<file path="config.mk">
export PLATFORM = sky130hd
export DESIGN_NAME = sdsu_queue
export DESIGN_NICKNAME = d
export VERILOG_FILES = /design/src/rtl/core/sdsu_pkg.sv /design/src/rtl/core/sdsu_queue.sv
export SDC_FILE = /design/constraint.sdc
export NUM_CORES = 1
export LEC_CHECK = 0
export BUFFER_PORTS_ARGS = -buffer_cell sky130_fd_sc_hd__buf_2
export CAP_MARGIN = 20
export CORE_AREA = 3 3 40 42
export CTS_CLUSTER_DIAMETER = 120
export DETAILED_ROUTE_END_ITERATION = 7
export DIE_AREA = 0 0 43 45
export SKIP_CTS_REPAIR_TIMING = 1
export SYNTH_ARGS = -nofsm -noshare
export SYNTH_HDL_FRONTEND = slang
export SYNTH_SLANG_ARGS = --single-unit
</file>
<file path="constraint.sdc">
create_clock -name clock -period 1.8 [get_ports clock]
set_clock_uncertainty 0.1 [all_clocks]
set_input_delay 0.18 -clock clock [delete_from_list [all_inputs] [get_ports clock]]
set_output_delay 0.18 -clock clock [all_outputs]
set_load 0.02 [all_outputs]
</file>
<file path="src/rtl/core/sdsu_pkg.sv">
package sdsu_pkg;

   localparam int CHAN_W            = 8;
   localparam int PIX_W             = 3 * CHAN_W;
   localparam int CFG_W             = 12;
   localparam int PCOL_W            = 11;
   localparam int DISP_W            = 8;
   localparam int COST_W            = 2 * CHAN_W + 2;
   localparam int SEARCH_RADIUS_DEF = 11;
   localparam int MAX_WIDTH_DEF     = 2048;
   localparam int QUEUE_DEPTH       = 4;
   localparam logic [CFG_W-1:0] WIDTH_RESET = 12'd640;

   typedef struct packed {
      logic [CHAN_W-1:0] left_red;
      logic [CHAN_W-1:0] left_green;
      logic [CHAN_W-1:0] left_blue;
      logic [CHAN_W-1:0] right_red;
      logic [CHAN_W-1:0] right_green;
      logic [CHAN_W-1:0] right_blue;
   } req_type;

   typedef struct packed {
      logic [DISP_W-1:0] disparity;
      logic [PCOL_W-1:0] pixel_column;
      logic              run_last;
   } rsp_type;

   typedef struct packed {
      logic [CHAN_W-1:0] red;
      logic [CHAN_W-1:0] green;
      logic [CHAN_W-1:0] blue;
   } pixel_type;

   typedef struct packed {
      logic full;
      logic not_empty;
   } queue_status_type;

   // queue entry: right window, left window, current column, first and last job column
   function automatic int entry_width(input int radius, input int max_width);
      return 3 * radius * PIX_W + 3 * $clog2(max_width);
   endfunction

endpackage

</file>
<file path="src/rtl/core/sdsu_queue.sv">
module sdsu_queue #(
   parameter int DATA_W = 1,
   parameter int DEPTH  = sdsu_pkg::QUEUE_DEPTH
) (
   input  logic                       clock,
   input  logic                       reset,
   input  logic                       push_valid,
   input  logic [DATA_W-1:0]          push_data,
   input  logic                       pop,
   output sdsu_pkg::queue_status_type status,
   output logic [DATA_W-1:0]          head_data
);
   import sdsu_pkg::*;

   localparam int PW = $clog2(DEPTH);
   localparam int NW = $clog2(DEPTH + 1);

   logic [DATA_W-1:0] mem_ff [DEPTH];
   logic [PW-1:0]     wr_ptr_ff;
   logic [PW-1:0]     rd_ptr_ff;
   logic [NW-1:0]     count_ff;
   logic [PW-1:0]     wr_ptr_in;
   logic [PW-1:0]     rd_ptr_in;
   logic [NW-1:0]     count_in;

   always_comb begin
      wr_ptr_in = wr_ptr_ff;
      rd_ptr_in = rd_ptr_ff;
      count_in  = count_ff;
      if (push_valid) begin
         wr_ptr_in = (wr_ptr_ff == PW'(DEPTH - 1)) ? '0 : wr_ptr_ff + PW'(1);
      end
      if (pop) begin
         rd_ptr_in = (rd_ptr_ff == PW'(DEPTH - 1)) ? '0 : rd_ptr_ff + PW'(1);
      end
      if (push_valid && !pop) begin
         count_in = count_ff + NW'(1);
      end else if (pop && !push_valid) begin
         count_in = count_ff - NW'(1);
      end
      status.full      = count_ff == NW'(DEPTH);
      status.not_empty = count_ff != '0;
      head_data        = mem_ff[rd_ptr_ff];
   end

   always_ff @(posedge clock) begin
      if (reset) begin
         wr_ptr_ff <= '0;
         rd_ptr_ff <= '0;
         count_ff  <= '0;
      end else begin
         wr_ptr_ff <= wr_ptr_in;
         rd_ptr_ff <= rd_ptr_in;
         count_ff  <= count_in;
      end
   end

   always_ff @(posedge clock) begin
      if (push_valid) begin
         mem_ff[wr_ptr_ff] <= push_data;
      end
   end

endmodule

</file>
==> results.md, run 1 <==
* Slew Limit Fails at 0
* Final core occ at 0.523
* Num CTS Buffers at 3
* Synth area leader: dfxtp_1
* CP cell instances: fa_1, xor2_1, or3_1, a21oi_1
* Layout Cells excl Fill at 76
* GP Congestion at 0.673
* Finished Cell Area at 672 µm²
* # H-tree levels at 1
* Std-Cell Rows at 13
* Hold Path Stages at 1
* Fraction of the yosys area taken by sequential cells at 0.514
* Peak Freq at 635 MHz
* Ys Warns at 0
* Slowest CP cell: fa_1
* Root buffer cell: clkbuf_4
* Status: complete, no violations
* Post-placement cell count at 72
* Die area at 0.00194 mm²
* RSZ-0062 raised after global routing: false
* Post-route setup slack at 225 ps
* Min-delay worst type: in -> reg
* Routed length per instance at 10.3 µm
* Max_slew headroom at 0.878
* Maximum number of pins on one net before global-route repair at 8
* Syn Inst Count at 49
* Final count of hold timing violations at 0
* Tmin final at 1580 ps
* Largest stage delay on the critical path at 440 ps
* Max VDD drop at 0.537 mV
* Worst Max-Slew Pin Slew at 182 ps
* Remaining routing DRC violations at 0
* Area Overhead vs Synth at 15.0%
* Remaining global-route overflow at 0
* Antenna cell count at 0
* IO Pins at 8
* Antenna Violating Nets Remaining at 0
* CP Launch Type: flop
* Syn nets at 61
* Iter 0 DRT Violations at 3
* Crit-path max FO at 4
* Share of cells above drive strength 1 at 0.197
* First-pass GRT wire length at 1340 µm
* CP Capture Type: flop
* Vias at 360
* Yosys reg bits at 13
* Yosys top cell area share at 0.308
* Final Cycle Share at 0.875
* Avg Cell Area, Syn at 11.9 µm²
* # setup viols final at 0
* Hold_ws at 22.5 ps
* Reg2reg path depth at 4
* Design Power at 0.654 mW
* DR pass1 iterations at 3
* Die Y at 45 µm
* Fin Setup TNS at 0 ps
* Die Wd at 43 µm
* Number of fill cells at 123
* Final nets at 74
* Worst EP required at 1910 ps
* Vias per cell at 4.74
* Worst setup slack after placement at 32.1 ps
* All-layer global routing usage at 0.0997
* Worst-path clk slew at 80 ps
* Placed Area at 646 µm²
* Most frequent cells in the layout: 9 x dfxtp_1, 7 x nor2_1, 7 x buf_2, 6 x ha_1
* Main area contributors after synthesis: dfxtp_1 31%, edfxtp_1 21%, ha_1 13%
* CTS tree: built
* Post-synthesis instance area at 584 µm²
* Initial antenna violation count at 0
* PwrDens at 974 mW/mm²
* Post-synth cell types at 14
* WS Path Type: reg -> reg
* Pleak at 0.305 nW
* Maximum buffer depth of the clock tree at 2
* HPWL after DPL at 635 µm
* WP data arrival at 1690 ps
* Most common cell after layout, fill and taps aside: dfxtp_1
* Core area at 0.00128 mm²
* Sink Count at 13
* Worst-skew pair later-pin latency at 280 ps
* Max-Cap Viols at 0
* Vias in the first global route at 323
* Routed WL at 786 µm
* Initial core utilization at 0.455
* Port Buf Inserts at 7
[worst paths after layout]
check / to / startpoint / slack, ps
hold / removal: mem_ff[1]$_DFFE_PP_ / push_data / 20
setup reg to reg: count_ff[2]$_SDFFE_PP0P_ / count_ff[0]$_SDFFE_PP0P_ / 220
hold reg to reg: count_ff[2]$_SDFFE_PP0P_ / count_ff[2]$_SDFFE_PP0P_ / 400
setup / recovery: count_ff[2]$_SDFFE_PP0P_ / count_ff[0]$_SDFFE_PP0P_ / 220
[Yosys cell counts (all sizes together)]
master	instances
dfxtp	9
nor2	7
ha	6
and2	4
edfxtp	4
inv	4
mux2i	4
a21oi	2
nor3b	2
or3	2
xor2	2
fa	1
mux4	1
o21ai	1
[logic make-up after synthesis]
kind of cell | Yosys count | share of synthesized area
DFF | 13 | 0.514
and+or+nand+nor | 15 | 0.135
xor gates and xnor gates | 2 | 0.0300
AOI/OAI and AO/OA | 3 | 0.0257
buffers and inverters | 4 | 0.0257
muxes | 5 | 0.107
adders and majority gates | 7 | 0.163
[metal layers]
layer	share of wire	up-vias	routed length [µm]	track usage
met4	0.018	0	14	0.108
met2	0.48	6	377	0.135
met3	0.033	2	26	0.0239
met1	0.47	164	367	0.123
li1	-	188	-	-
met5	0	-	0	0
[worst max-delay path: cells and delay by family (launching register included)]
| kind | cells | cell delay, ps |
|---|---|---|
| adders and majority gates | 1 | 440 |
| xor gates and xnor gates | 1 | 180 |
| AOI/OAI and AO/OA | 1 | 130 |
| and+or+nand+nor | 1 | 300 |
| DFF | 1 | 360 |
[layout make-up]
class,count,area (µm²),share of cell area
Sequential cell,13,300,0.447
Inverter,4,15.0,0.0223
Multi-Input combinational cell,32,269,0.400
Tap cell,15,18.8,0.0279
Timing Repair Buffer,8,42.5,0.0633
Clock buffer,4,26.3,0.0391
[power by group]
group | leakage, nW | internal [mW] | total (mW) | switching [mW]
Sequential | 0.111 | 0.329 | 0.351 | 0.0218
Clock | 0.0150 | 0.0859 | 0.178 | 0.0917
Combinational | 0.179 | 0.0601 | 0.126 | 0.0657
(Power assumes the default switching activity.)
==> run 2: changes to the inputs <==
Settings changed: CORE_AREA 3 3 40 42 to unset, CORE_ASPECT_RATIO set to 0.9, CORE_MARGIN set to 3, CORE_UTILIZATION set to 25, DIE_AREA 0 0 43 45 to unset.
==> results.md, run 2 (synthesized netlist as in run 1, its figures left out) <==
* Status: complete, no violations
* Iter 0 DRT Violations at 3
* HPWL after DPL at 749 µm
* Most common cell after layout, fill and taps aside: dfxtp_1
* Hold Path Stages at 1
* Max-Cap Viols at 0
* Pleak at 0.305 nW
* Placed Area at 658 µm²
* Routed WL at 886 µm
* RSZ-0062 raised after global routing: false
* Most frequent cells in the layout: 9 x dfxtp_1, 7 x nor2_1, 7 x buf_2, 6 x ha_1
* WS Path Type: reg -> reg
* Crit-path max FO at 4
* Initial antenna violation count at 0
* # setup viols final at 0
* Std-Cell Rows at 15
* CP Capture Type: flop
* All-layer global routing usage at 0.0681
* Port Buf Inserts at 7
* Worst EP required at 1900 ps
* Slowest CP cell: fa_1
* Core area at 0.00206 mm²
* Tmin final at 1600 ps
* Worst Max-Slew Pin Slew at 192 ps
* Routed length per instance at 10.3 µm
* Share of cells above drive strength 1 at 0.197
* Final nets at 74
* Vias in the first global route at 377
* Area Overhead vs Synth at 17.1%
* Max VDD drop at 0.352 mV
* Vias at 351
* GP Congestion at 0.749
* Vias per cell at 4.08
* Num CTS Buffers at 3
* WP data arrival at 1700 ps
* Min-delay worst type: in -> reg
* Final count of hold timing violations at 0
* Peak Freq at 625 MHz
* WL met3 at 46 µm
* Post-placement cell count at 82
* CP cell instances: fa_1, xor2_1, or3_1, a21oi_1
* Max_slew headroom at 0.872
* Sink Count at 13
* Reg2reg path depth at 4
* CP Launch Type: flop
* First-pass GRT wire length at 1480 µm
* Antenna cell count at 0
* Remaining global-route overflow at 0
* Worst-skew pair later-pin latency at 260 ps
* Wl on met1 at 376 µm
* Antenna Violating Nets Remaining at 0
* Worst-path clk slew at 70 ps
* Maximum buffer depth of the clock tree at 2
* IO Pins at 8
* Root buffer cell: clkbuf_4
* CTS tree: built
* Die Wd at 57.0 µm
* Slew Limit Fails at 0
* # H-tree levels at 1
* Largest stage delay on the critical path at 450 ps
* Maximum number of pins on one net before global-route repair at 8
* Remaining routing DRC violations at 0
* PwrDens at 950 mW/mm²
* Highest routed layer: met4
* Hold_ws at 36.7 ps
* Die area at 0.00295 mm²
* Final Cycle Share at 0.889
* Die Y at 51.9 µm
* Layout Cells excl Fill at 86
* Initial core utilization at 0.283
* DR pass1 iterations at 3
* DR WL met2 at 448 µm
* Finished Cell Area at 684 µm²
-- run 2: cell counts in the layout (fill, tap and decap cells not counted) --
Identical to the previous run, type by type.
-- run 2: final timing paths --
check                                         startpoint                        to  slack, ps
worst min-delay path                           push_data       mem_ff[0]$_DFFE_PP_         40
worst max-delay path            count_ff[0]$_SDFFE_PP0P_  count_ff[2]$_SDFFE_PP0P_        200
worst min register to register  count_ff[2]$_SDFFE_PP0P_  count_ff[2]$_SDFFE_PP0P_        400
worst max register to register  count_ff[0]$_SDFFE_PP0P_  count_ff[2]$_SDFFE_PP0P_        200
-- run 2: worst max-delay path: cells and delay by family (launching register included) --
kind	cells	cell delay, ps
DFF	1	360
and+or+nand+nor	1	310
xor gates and xnor gates	1	180
adders and majority gates	1	450
AOI/OAI and AO/OA	1	140
-- run 2: area by class of cell --
cell class	instances	area [µm²]
timing repair buffer	8	42.5
fill	217	1380
inverter	4	15.0
tap	25	31.3
sequential	13	300
multi-input combinational	32	269
clock buffer	4	26.3
-- run 2: layer usage --
metal / vias to the layer above / GRT usage
met1: 155 / 0.0638
met2: 6 / 0.118
li1: 188 / -
met4: 0 / 0.0463
met3: 2 / 0.0323
met5: - / 0
-- run 2: power breakdown --
group | leakage, nW | internal [mW] | total [mW] | switching, mW
clock | 0.0150 | 0.0857 | 0.170 | 0.0844
combinational | 0.179 | 0.0601 | 0.128 | 0.0682
sequential | 0.111 | 0.329 | 0.352 | 0.0230
-- run 2: through the flow --
stage | worst slack, ps | setup TNS [ps] | utilization | power (mW)
after detailed placement | -0.563 | -0.563 | 0.319 | 0.489
after global routing | 141 | 0 | 0.332 | 0.692
after CTS | 191 | 0 | 0.332 | 0.668
after global placement | 70.2 | 0 | 0.319 | 0.482
after floorplan | 239 | 0 | - | 0.444
final | 199 | 0 | 0.332 | 0.650
==> run 3: changes to the inputs <==
Settings changed: BUFFER_PORTS_ARGS -buffer_cell sky130_fd_sc_hd__buf_2 to unset, DONT_BUFFER_PORTS set to 1, RECOVER_POWER set to 25.
==> results.md, run 3 (synthesized netlist as in run 1, its figures left out) <==
* Status: finished, violations left
* Failing checks: hold timing
* Maximum buffer depth of the clock tree at 2
* Antenna Violating Nets Remaining at 0
* CP Launch Type: flop
* Std-Cell Rows at 15
* DR pass1 iterations at 3
* Max-Cap Viols at 0
* Final nets at 70
* WS Path Type: reg -> reg
* Share of cells above drive strength 1 at 0.0877
* Maximum number of pins on one net before global-route repair at 8
* Pleak at 0.290 nW
* Die Y at 51.9 µm
* Num CTS Buffers at 3
* IO Pins at 8
* RSZ-0062 raised after global routing: false
* WP data arrival at 1670 ps
* Worst path top cell family by delay: adder cells
* Vias at 343
* Min-delay worst type: in -> reg
* # H-tree levels at 1
* Most common cell after layout, fill and taps aside: dfxtp_1
* Worst-path clk slew at 80 ps
* CTS tree: built
* # setup viols final at 0
* Crit-path max FO at 4
* Slowest CP cell: fa_1
* RR Endpoint: count_ff[2]$_SDFFE_PP0P_
* GP Congestion at 0.723
* Max VDD drop at 0.340 mV
* Vias per cell at 4.18
* First-pass GRT wire length at 1470 µm
* Worst Max-Slew Pin Slew at 257 ps
* Worst EP required at 1900 ps
* Max_slew headroom at 0.828
* Remaining global-route overflow at 0
* CP cell instances: fa_1, xor2_1, or3_1, a21oi_1
* Slew Limit Fails at 0
* Port Buf Inserts at 0
* Design Power at 0.639 mW
* Fin Setup TNS at 0 ps
* FF-to-FF setup slack at 230 ps
* Worst-skew pair later-pin latency at 260 ps
* Largest stage delay on the critical path at 440 ps
* All-layer global routing usage at 0.0687
* Remaining routing DRC violations at 0
* WP buf/inv at 0
* Hold_ws at -21.5 ps
* Root buffer cell: clkbuf_4
* Hold Path Stages at 2
* WHS Endpoint: wr_ptr_ff[0]$_SDFFE_PP0P_
* Antenna cell count at 0
* Tmin final at 1570 ps
* Most frequent cells in the layout: 9 x dfxtp_1, 7 x nor2_1, 6 x ha_1
* Routed length per instance at 10.2 µm
* PwrDens at 941 mW/mm²
* Final Cycle Share at 0.873
* Initial antenna violation count at 0
* HPWL after DPL at 622 µm
* Sink Count at 13
* Min-delay src: push_valid
* Vias in the first global route at 326
* Die Wd at 57.0 µm
* Initial core utilization at 0.283
* CP Capture Type: flop
* Die area at 0.00295 mm²
* Peak Freq at 636 MHz
* Final count of hold timing violations at 1
* Routed WL at 837 µm
* Reg2reg path depth at 4
* FF-to-FF Start: count_ff[0]$_SDFFE_PP0P_
* Core area at 0.00206 mm²
* Iter 0 DRT Violations at 7
* Area Overhead vs Synth at 16.3%
==> run 3: how the worst max path moves through the flow <==
stage	startpoint	endpoint	slack [ps]	depth (start not counted)
floorplan	pop	count_ff[2]$_SDFFE_PP0P_	240	7
global placement	pop	count_ff[2]$_SDFFE_PP0P_	200	7
detailed placement	pop	count_ff[2]$_SDFFE_PP0P_	190	7
CTS	count_ff[0]$_SDFFE_PP0P_	count_ff[2]$_SDFFE_PP0P_	230	4
global route	count_ff[0]$_SDFFE_PP0P_	count_ff[2]$_SDFFE_PP0P_	180	4
finish	count_ff[0]$_SDFFE_PP0P_	count_ff[2]$_SDFFE_PP0P_	230	4
==> run 3: per-layer routing <==
| metal | global-route usage | up-vias | wire length [µm] |
|---|---|---|---|
| li1 | - | 181 | - |
| met4 | 0.0695 | 0 | 27 |
| met2 | 0.0894 | 6 | 349 |
| met3 | 0.0199 | 2 | 40 |
| met5 | 0 | - | 0 |
| met1 | 0.0870 | 154 | 420 |
==> run 3: stage by stage <==
step	hold WS (ps)	area (µm²)	setup WS [ps]	util	cells
after floorplan	149	584	239	-	49
after CTS	-143	649	229	0.315	79
after global routing	15.3	679	180	0.329	82
after detailed placement	152	623	190	0.302	75
after global placement	151	623	203	0.302	75
final	-21.5	679	228	0.329	82
==> run 3: area by class of cell <==
class,instances,area (µm²)
Multi-Input combinational cell,32,269
Inverter,4,15.0
Tap cell,25,31.3
Fill cell,221,1390
Clock buffer,4,26.3
Sequential cell,13,300
Timing Repair Buffer,4,37.5
==> run 3: worst reg2reg max path: stages (launching register included) <==
cell	delay, ps
dfxtp_1	360
fa_1	440
xor2_1	170
or3_1	300
a21oi_1	140
==> run 3: power breakdown <==
group | internal [mW] | leakage (nW) | switching, mW
combinational | 0.0554 | 0.164 | 0.0622
clock | 0.0856 | 0.0150 | 0.0852
sequential | 0.329 | 0.111 | 0.0220
total | 0.470 | 0.290 | 0.169
