## src/rtl/core/sdsu_pkg.sv

```systemverilog
package sdsu_pkg;

   localparam int CHAN_W            = 8;
   localparam int PIX_W             = 3 * CHAN_W;
   localparam int CFG_W             = 12;
   localparam int PCOL_W            = 11;
   localparam int DISP_W            = 8;
   localparam int COST_W            = 2 * CHAN_W + 2;
   localparam int SEARCH_RADIUS_DEF = 11;
   localparam int MAX_WIDTH_DEF     = 2048;
   localparam int QUEUE_DEPTH       = 4;
   localparam logic [CFG_W-1:0] WIDTH_RESET = 12'd640;

   typedef struct packed {
      logic [CHAN_W-1:0] left_red;
      logic [CHAN_W-1:0] left_green;
      logic [CHAN_W-1:0] left_blue;
      logic [CHAN_W-1:0] right_red;
      logic [CHAN_W-1:0] right_green;
      logic [CHAN_W-1:0] right_blue;
   } req_type;

   typedef struct packed {
      logic [DISP_W-1:0] disparity;
      logic [PCOL_W-1:0] pixel_column;
      logic              run_last;
   } rsp_type;

   typedef struct packed {
      logic [CHAN_W-1:0] red;
      logic [CHAN_W-1:0] green;
      logic [CHAN_W-1:0] blue;
   } pixel_type;

   typedef struct packed {
      logic full;
      logic not_empty;
   } queue_status_type;

   // queue entry: right window, left window, current column, first and last job column
   function automatic int entry_width(input int radius, input int max_width);
      return 3 * radius * PIX_W + 3 * $clog2(max_width);
   endfunction

endpackage

```

## src/rtl/core/sdsu_front.sv

```systemverilog
module sdsu_front #(
   parameter int SEARCH_RADIUS = sdsu_pkg::SEARCH_RADIUS_DEF,
   parameter int MAX_WIDTH     = sdsu_pkg::MAX_WIDTH_DEF
) (
   input  logic                                    clock,
   input  logic                                    reset,
   input  logic                                    csr_valid,
   output logic                                    csr_ready,
   input  logic [sdsu_pkg::CFG_W-1:0]              csr_data,
   input  logic                                    req_valid,
   output logic                                    req_stall,
   input  sdsu_pkg::req_type                       req_data,
   output logic                                    push_valid,
   output logic [sdsu_pkg::entry_width(SEARCH_RADIUS, MAX_WIDTH)-1:0] push_data,
   input  sdsu_pkg::queue_status_type              queue_status
);
   import sdsu_pkg::*;

   localparam int R  = SEARCH_RADIUS;
   localparam int CW = $clog2(MAX_WIDTH);
   localparam int WW = (CFG_W > $clog2(MAX_WIDTH + 1)) ? CFG_W : $clog2(MAX_WIDTH + 1);
   localparam int LOFS = 2 * R * PIX_W;
   localparam int COFS = 3 * R * PIX_W;

   logic [CFG_W-1:0] width_ff;
   logic [CW-1:0]    column_ff;
   logic [CW-1:0]    column_in;
   pixel_type        right_ff [2*R];
   pixel_type        left_ff  [R];

   pixel_type        right_pix;
   pixel_type        left_pix;
   logic             accept;
   logic [WW-1:0]    width_eff;
   logic             row_last;
   logic [CW:0]      col_p1;
   logic             has_job;
   logic [CW-1:0]    first_col;
   logic [CW-1:0]    end_col;

   assign csr_ready = 1'b1;
   assign req_stall = queue_status.full;
   assign accept    = req_valid && !req_stall;

   always_comb begin
      right_pix.red   = req_data.right_red;
      right_pix.green = req_data.right_green;
      right_pix.blue  = req_data.right_blue;
      left_pix.red    = req_data.left_red;
      left_pix.green  = req_data.left_green;
      left_pix.blue   = req_data.left_blue;

      // zero width acts as one, oversize clamps
      width_eff = WW'(width_ff);
      if (width_ff == '0) begin
         width_eff = WW'(1);
      end else if (width_eff > WW'(MAX_WIDTH)) begin
         width_eff = WW'(MAX_WIDTH);
      end
      row_last = WW'(column_ff) >= (width_eff - WW'(1));
      col_p1   = {1'b0, column_ff} + (CW+1)'(1);

      has_job = 1'b1;
      if (col_p1 >= (CW+1)'(R)) begin
         first_col = CW'(col_p1 - (CW+1)'(R));
      end else if (row_last) begin
         first_col = '0;
      end else begin
         first_col = '0;
         has_job   = 1'b0;
      end
      end_col   = row_last ? column_ff : first_col;
      column_in = row_last ? '0 : CW'(col_p1);

      push_valid = accept && has_job;

      // snapshot of the windows after this item is shifted in
      push_data = '0;
      push_data[0 +: PIX_W] = right_pix;
      for (int i = 1; i < 2 * R; i++) begin
         push_data[i*PIX_W +: PIX_W] = right_ff[i-1];
      end
      push_data[LOFS +: PIX_W] = left_pix;
      for (int i = 1; i < R; i++) begin
         push_data[LOFS + i*PIX_W +: PIX_W] = left_ff[i-1];
      end
      push_data[COFS +: CW]        = column_ff;
      push_data[COFS + CW +: CW]   = first_col;
      push_data[COFS + 2*CW +: CW] = end_col;
   end

   always_ff @(posedge clock) begin
      if (reset) begin
         width_ff  <= WIDTH_RESET;
         column_ff <= '0;
      end else begin
         if (csr_valid && csr_ready) begin
            width_ff <= csr_data;
         end
         if (accept) begin
            column_ff <= column_in;
         end
      end
   end

   always_ff @(posedge clock) begin
      if (accept) begin
         right_ff[0] <= right_pix;
         for (int i = 1; i < 2 * R; i++) begin
            right_ff[i] <= right_ff[i-1];
         end
         left_ff[0] <= left_pix;
         for (int i = 1; i < R; i++) begin
            left_ff[i] <= left_ff[i-1];
         end
      end
   end

endmodule

```

## config.mk

```make
export PLATFORM = sky130hd
export DESIGN_NAME = sdsu_front
export DESIGN_NICKNAME = d
export VERILOG_FILES = /design/src/rtl/core/sdsu_pkg.sv /design/src/rtl/core/sdsu_front.sv
export SDC_FILE = /design/constraint.sdc
export NUM_CORES = 1
export LEC_CHECK = 0
export BUFFER_PORTS_ARGS = -buffer_cell sky130_fd_sc_hd__buf_2
export CAP_MARGIN = 15
export CORE_AREA = 8 8 344 346
export CTS_BUF_LIST = sky130_fd_sc_hd__clkbuf_8
export CTS_CLUSTER_SIZE = 25
export DETAILED_ROUTE_END_ITERATION = 8
export DIE_AREA = 0 0 352 354
export MAX_ROUTING_LAYER = met4
export PLACE_DENSITY = 0.53
export SLEW_MARGIN = 25
export SYNTH_ARGS = -nofsm -noshare
export SYNTH_HDL_FRONTEND = slang
export SYNTH_SLANG_ARGS = --single-unit
```

## constraint.sdc

```tcl
create_clock -name clock -period 25 [get_ports clock]
set_clock_uncertainty 0.05 [all_clocks]
set_input_delay 5 -clock clock [delete_from_list [all_inputs] [get_ports clock]]
set_output_delay 5 -clock clock [all_outputs]
set_load 0.02 [all_outputs]
```

==> summary.txt, run 1 <==
Logic synthesis
  – Post-synthesis cell area: 0.0249 mm^2
  – YS warnings: 0
  – Yosys cell types: 57
  – Yosys top cell area share: 0.897
  – Post-synth top cells: edfxtp_1 (744), buf_4 (55), nor2_1 (32)
  – Dominant cells by area after synthesis: edfxtp_1 (90%), dfxtp_1 (1.8%), buf_4 (1.7%), ha_1 (0.75%), nor2_1 (0.48%)
  – Avg Cell Area, Syn: 23.2 um^2
  – Async SR Flop Fraction: 0
  – Post-synth EDFFs: 744
  – Most common cell in the netlist: edfxtp_1
  – Post-synth top flop: edfxtp_1
  – Post-synthesis sequential area ratio: 0.916
  – Seq cells post-synth: 767
  – Yosys top cell by area: edfxtp_1
  – Net Count, Synth: 1,154
  – Synth Instances: 1,073

Clock tree
  – Clk buf depth: 3
  – Hold Buf Count CTS: 0
  – CTS H-tree lvls: 4
  – Root Driver: clkbuf_8
  – Clk sinks: 767
  – Reg clk slew, reported paths: 60 ps
  – Resize count post-CTS: 0
  – CTS Buf Count: 132
  – TritonCTS clock tree: done
  – Worst-Skew Late Latency: 760 ps
  – Setup bufs post-CTS: 0

STA
  – Final period utilization: 0.433
  – Worst slew pin tran: 1040 ps
  – Minimum hold slack: 366 ps
  – Slew headroom: 0.305
  – RSZ-0062 raised after global routing: no
  – Period minus WS final: 10,820 ps
  – Highest clock rate: 92.4 MHz
  – Final Max Tran Viols: 0
  – Setup TNS: 0 ps
  – Final setup margin: 14,180 ps
  – Setup-failing EPs final: 0
  – Hold Fails Final Rpt: 0

Flow run
  – Max_cap viols: 0

Global route
  – Total gr overflow: 0
  – Overall routing resource usage: 0.122
  – Vias in the first global route: 13,800
  – Largest net degree at the start of global routing: 162
  – First-pass GRT wire length: 106,000 um
  – Antenna violations before repair: 8

Setup path
  – Crit-path cells: buf_2 > nand2b_1 > buf_4 > a21oi_1 > buf_2
  – WP buf/inv: 3
  – R2r setup slk: 20,660 ps
  – R2R Path End: column_ff[10]
  – Crit Path Category: in -> out
  – CP top delay family: buffers and inverters
  – Crit path arrival time: 5770 ps
  – Slowest cell on crit path: buf_4
  – Cell repeated most along the worst path: buf_2
  – CP endpoint kind: primary output
  – CP Launch Point: queue_status[1]
  – Startpoint Class: input pin
  – Crit-path max cell delay: 220 ps
  – Worst path required time: 19,950 ps
  – CP Max Fanout: 21
  – R2R depth: 15
  – Reg-to-reg critical path startpoint: width_ff[4]

Worst hold path
  – Worst hold endpoint: left_ff[6][11]
  – Hold path depth: 0
  – HP Start: left_ff[5][11]
  – HP Class: reg -> reg

Cells and area
  – Area grow syn2layout: 33.5%
  – Fin cells: 3,654
  – Final net count: 2,118
  – Layout cells sized above 1: 0.503

Placed design
  – Placed cell count: 3,414
  – Port buffer count: 891
  – Pre-CTS setup slack: 14,170 ps
  – GP Congestion: 0.799
  – DPL Wire Length: 59,500 um

Power and ir drop
  – PwrDens: 80.9 mW/mm^2
  – Leakage: 12.8 nW
  – Maximum VDD drop: 38.7 uV

Die
  – Initial Util: 0.220
  – Core area: 0.113 mm^2
  – Die area: 0.125 mm^2
  – Die W: 352 um
  – Row count: 124
  – Die height: 354 um
  – Boundary Pins: 894

Route
  – DR DRC count: 0
  – Post-DRT Antenna Nets: 0
  – First DRT Iteration DRCs: 1,011
  – WL/cell: 21.7 um
  – DRT Wirelength: 79,200 um
  – Vias per std cell: 3.80
  – Router iterations before antenna repair: 4
  – Vias after detailed routing: 13,900

Outcome
  – Status: complete, no violations
-- placed cells by master, fill, tap and decap left out, types with 4 or more instances in the layout --
master / instances
mux2_2: 6
nor2_1: 32
inv_8: 4
inv_1: 53
nand2_1: 27
inv_6: 4
ha_1: 15
clkbuf_8: 133
clkinv_2: 4
o21a_1: 4
nor4_1: 9
nand4_1: 4
clkinv_1: 23
buf_4: 7
dfxtp_1: 23
o21ai_0: 10
a21oi_1: 14
nand3_1: 11
xor2_1: 7
a31oi_1: 8
diode_2: 13
nor2b_1: 6
mux2i_1: 11
buf_2: 891
xnor2_1: 11
edfxtp_1: 744
or3_1: 5
nor3_1: 6
or4_1: 6
-- final cells by class --
| class | instances | area (um^2) |
|---|---|---|
| well taps | 1512 | 1890 |
| repair buffers | 901 | 4570 |
| clock inverters | 93 | 508 |
| fillers | 11400 | 79900 |
| flip-flops and latches | 767 | 22800 |
| clock buffers | 133 | 1830 |
| diodes | 13 | 32.5 |
| multi-input cells | 230 | 1570 |
| inverters | 5 | 26.3 |
-- worst reg2reg max path: stages (launching register included) --
cell and delay [ps]:
dfxtp_1 370, nor4_1 400, nand3b_1 190, nor3_1 530
a21oi_1 130, or2_2 310, ha_1 290, nand2_1 110
or3_1 100, a32oi_1 110, ha_1 290, nand2_1 60
a2111oi_0 530, o21a_1 490, or4_1 190, a31oi_1 70
-- routing by layer --
layer	share of wire	wire, um	track usage
met2	0.52	41200	0.203
met3	0.069	5460	0.0417
met4	0.028	2210	0.0469
met1	0.38	30300	0.135
met5	0	0	-
-- how the worst max path moves through the flow --
stage / to / slack, ps / depth (start not counted)
6_report: push_valid / 14180 / 5
5_1_grt: push_valid / 14140 / 5
4_1_cts: push_valid / 14160 / 5
3_5_place_dp: push_valid / 14170 / 5
3_3_place_gp: push_valid / 14150 / 5
2_1_floorplan: column_ff[3] / 4190 / 5
-- registers in the layout (all words and copies together), names as in the netlist --
signal	count
column_ff	11
right_ff	504
width_ff	12
left_ff	240
-- per-stage QoR --
stage | total power [mW] | util | cell area, um^2
finish | 2.69 | 0.294 | 33200
global route | 2.80 | 0.294 | 33200
CTS | 2.74 | 0.293 | 33200
detailed placement | 1.69 | 0.273 | 30800
global placement | 1.69 | 0.273 | 30800
floorplan | 1.64 | - | 24900
-- cell families after synthesis --
| logic type | Yosys count | synth area share |
|---|---|---|
| flip-flops | 767 | 0.916 |
| buffers and inverters | 76 | 0.0212 |
| AND/OR/NAND/NOR | 122 | 0.0257 |
| AO/OA/AOI/OAI | 55 | 0.0146 |
| adder cells (fa/ha/maj) | 15 | 0.00754 |
| multiplexers | 18 | 0.00774 |
| other | 1 | 0.000151 |
| XOR/XNOR | 19 | 0.00744 |
-- power by group --
part,switching (mW),internal [mW]
Combinational,0.125,0.0419
Clock,0.507,0.520
Sequential,0.0293,1.47
Total,0.661,2.03
(Power assumes the default switching activity.)
==> run 2: changes to the inputs <==
--- a/config.mk
+++ b/config.mk
@@ -7,13 +7,13 @@
 export LEC_CHECK = 0
 export BUFFER_PORTS_ARGS = -buffer_cell sky130_fd_sc_hd__buf_2
 export CAP_MARGIN = 15
-export CORE_AREA = 8 8 344 346
+export CORE_AREA = 8 8 341 343
 export CTS_BUF_LIST = sky130_fd_sc_hd__clkbuf_8
 export CTS_CLUSTER_SIZE = 25
 export DETAILED_ROUTE_END_ITERATION = 8
-export DIE_AREA = 0 0 352 354
+export DIE_AREA = 0 0 349 351
 export MAX_ROUTING_LAYER = met4
-export PLACE_DENSITY = 0.53
+export PLACE_DENSITY = 0.55
 export SLEW_MARGIN = 25
 export SYNTH_ARGS = -nofsm -noshare
 export SYNTH_HDL_FRONTEND = slang
==> constraint.sdc (replaced) <==
create_clock -name clock -period 9.2 [get_ports clock]
set_clock_uncertainty 0.05 [all_clocks]
set_input_delay 1.84 -clock clock [delete_from_list [all_inputs] [get_ports clock]]
set_output_delay 1.84 -clock clock [all_outputs]
set_load 0.02 [all_outputs]
==> run 2 against run 1 <==
Compared with the run above:
- register-to-register slack worse by 16000 ps
- clock power grew to 2.8 times the previous value
- global-route usage is 0.35 points lower
- setup slack worse by 12000 ps
- sequential cell count stayed put
- total power grew to 2.8 times the previous value
- hold slack better by 8.0 ps
- first-iteration DRC count is 9.6% higher
- count of clock-buffer cells in the layout is 3 higher
==> summary.txt, run 2 (synthesis gave the netlist of run 1 again) <==
Route
  – Vias per std cell: 3.81
  – WL/cell: 20.9 um
  – DR DRC count: 0
  – Post-DRT Antenna Nets: 0
  – Router iterations before antenna repair: 5
  – DR top layer: met4
  – DRT Wirelength: 76,100 um
  – DR WL met2: 37,600 um
  – Vias after detailed routing: 13,900
  – First DRT Iteration DRCs: 1,108
  – Met3 WL: 6680 um
  – Routed met1 length: 29,600 um

Clock tree
  – Clk sinks: 767
  – Resize count post-CTS: 0
  – Worst-Skew Late Latency: 780 ps
  – Clk buf depth: 3
  – CTS H-tree lvls: 4
  – Hold Buf Count CTS: 0
  – Root Driver: clkbuf_8
  – Reg clk slew, reported paths: 80 ps
  – CTS Buf Count: 133
  – TritonCTS clock tree: done
  – Setup bufs post-CTS: 0

Global route
  – First-pass GRT wire length: 101,000 um
  – Overall routing resource usage: 0.118
  – Total gr overflow: 0
  – Antenna violations before repair: 7
  – Largest net degree at the start of global routing: 208
  – Vias in the first global route: 13,900

Cells and area
  – Area grow syn2layout: 34.0%
  – Most common cell after layout, fill and taps aside: buf_2
  – Largest register FFs: 504
  – Biggest register: right_ff
  – Layout cells sized above 1: 0.505
  – Most frequent cells in the layout: buf_2 (891), edfxtp_1 (744), clkbuf_8 (136), inv_1 (56), nor2_1 (32)
  – Final net count: 2,121
  – Top flop regs: right_ff x504, left_ff x240, width_ff x12
  – Fin util: 0.300
  – Fin cells: 3,650

STA
  – Worst slew pin tran: 975 ps
  – Final Max Tran Viols: 0
  – Final period utilization: 0.779
  – Hold Fails Final Rpt: 0
  – Slew headroom: 0.349
  – Highest clock rate: 139 MHz
  – Setup TNS: 0 ps
  – Period minus WS final: 7170 ps
  – Minimum hold slack: 374 ps
  – RSZ-0062 raised after global routing: no
  – Setup-failing EPs final: 0

Setup path
  – Startpoint Class: flop
  – CP endpoint kind: primary output
  – Crit path arrival time: 5280 ps
  – Worst path required time: 7310 ps
  – CP Launch Point: width_ff[5]
  – Reg-to-reg critical path startpoint: width_ff[5]
  – Crit Path Category: reg -> out
  – CP Max Fanout: 14

Placed design
  – Placed cell count: 3,404
  – Port buffer count: 891
  – DPL Wire Length: 57,400 um
  – GP Congestion: 0.848

Die
  – Row count: 123
  – Die height: 351 um
  – Core area: 0.111 mm^2
  – Die area: 0.122 mm^2
  – Initial Util: 0.224
  – Boundary Pins: 894
  – Die W: 349 um

Worst hold path
  – HP Class: reg -> reg
  – HP Start: left_ff[2][21]

Power and ir drop
  – Total power: 7.39 mW
  – Switch Pwr: 1.80 mW
  – Clk pwr share: 0.390
  – Cell Int Power: 5.60 mW
  – Flop pwr share: 0.550
  – Maximum VDD drop: 117 uV
  – Leakage: 12.9 nW
  – Combinational power share: 0.061
  – PwrDens: 222 mW/mm^2
  – Switching share of total power: 0.243

Outcome
  – Status: complete, no violations

Flow run
  – Max_cap viols: 0
[run 2: cell count changes in the layout (fill, tap and decap cells not counted), sizes merged]
cell,before,now
bufinv,2,4
buf,901,903
clkinvlp,3,4
clkbuf,133,136
clkinv,31,33
inv,62,64
diode,13,9
[run 2: stage by stage]
step	instance area [um^2]	setup WS (ps)
after detailed placement	30900	2900
after global placement	30900	2940
final	33400	2030
after global routing	33400	1500
after CTS	33300	1910
after floorplan	24900	-4580
[run 2: area by class of cell]
type	count	area, um^2
Clock inverter	100	582
Timing Repair Buffer	903	4610
Multi-Input combinational cell	230	1580
Fill cell	11100	77900
Clock buffer	136	1870
Sequential cell	767	22800
Tap cell	1500	1880
Antenna cell	9	22.5
Inverter	5	22.5
[run 2: worst paths after layout]
check / slack (ps) / endpoint / depth (start not counted)
hold reg to reg: 370 / left_ff[3][21] / 0
setup / recovery: 2030 / push_data[823] / 16
hold / removal: 370 / left_ff[3][21] / 0
setup reg to reg: 4780 / column_ff[6] / 15
[run 2: critical path, cell delays in order, from the launching register on]
cell	delay, ps
dfxtp_1	350
nor4_1	390
nand3b_1	200
nor3_1	520
a21oi_1	130
or2_2	320
ha_1	280
nand2_1	110
or3_1	100
a32oi_1	110
ha_1	290
nand2_1	60
a2111oi_0	530
o21a_1	520
a21oi_1	110
mux2_2	290
buf_2	160
[run 2: power by group through the flow]
stage	logic (mW)	registers [mW]	clock network, mW
5_1_grt	0.472	4.08	3.15
3_5_place_dp	0.455	4.14	0
3_3_place_gp	0.456	4.13	0
2_1_floorplan	0.113	4.32	0
4_1_cts	0.455	4.07	3.02
6_report	0.448	4.06	2.88
[run 2: metal layers]
layer	global-route usage	vias up
li1	-	6163
met1	0.136	6978
met2	0.189	649
met3	0.0440	131
met4	0.0446	0
met5	-	-
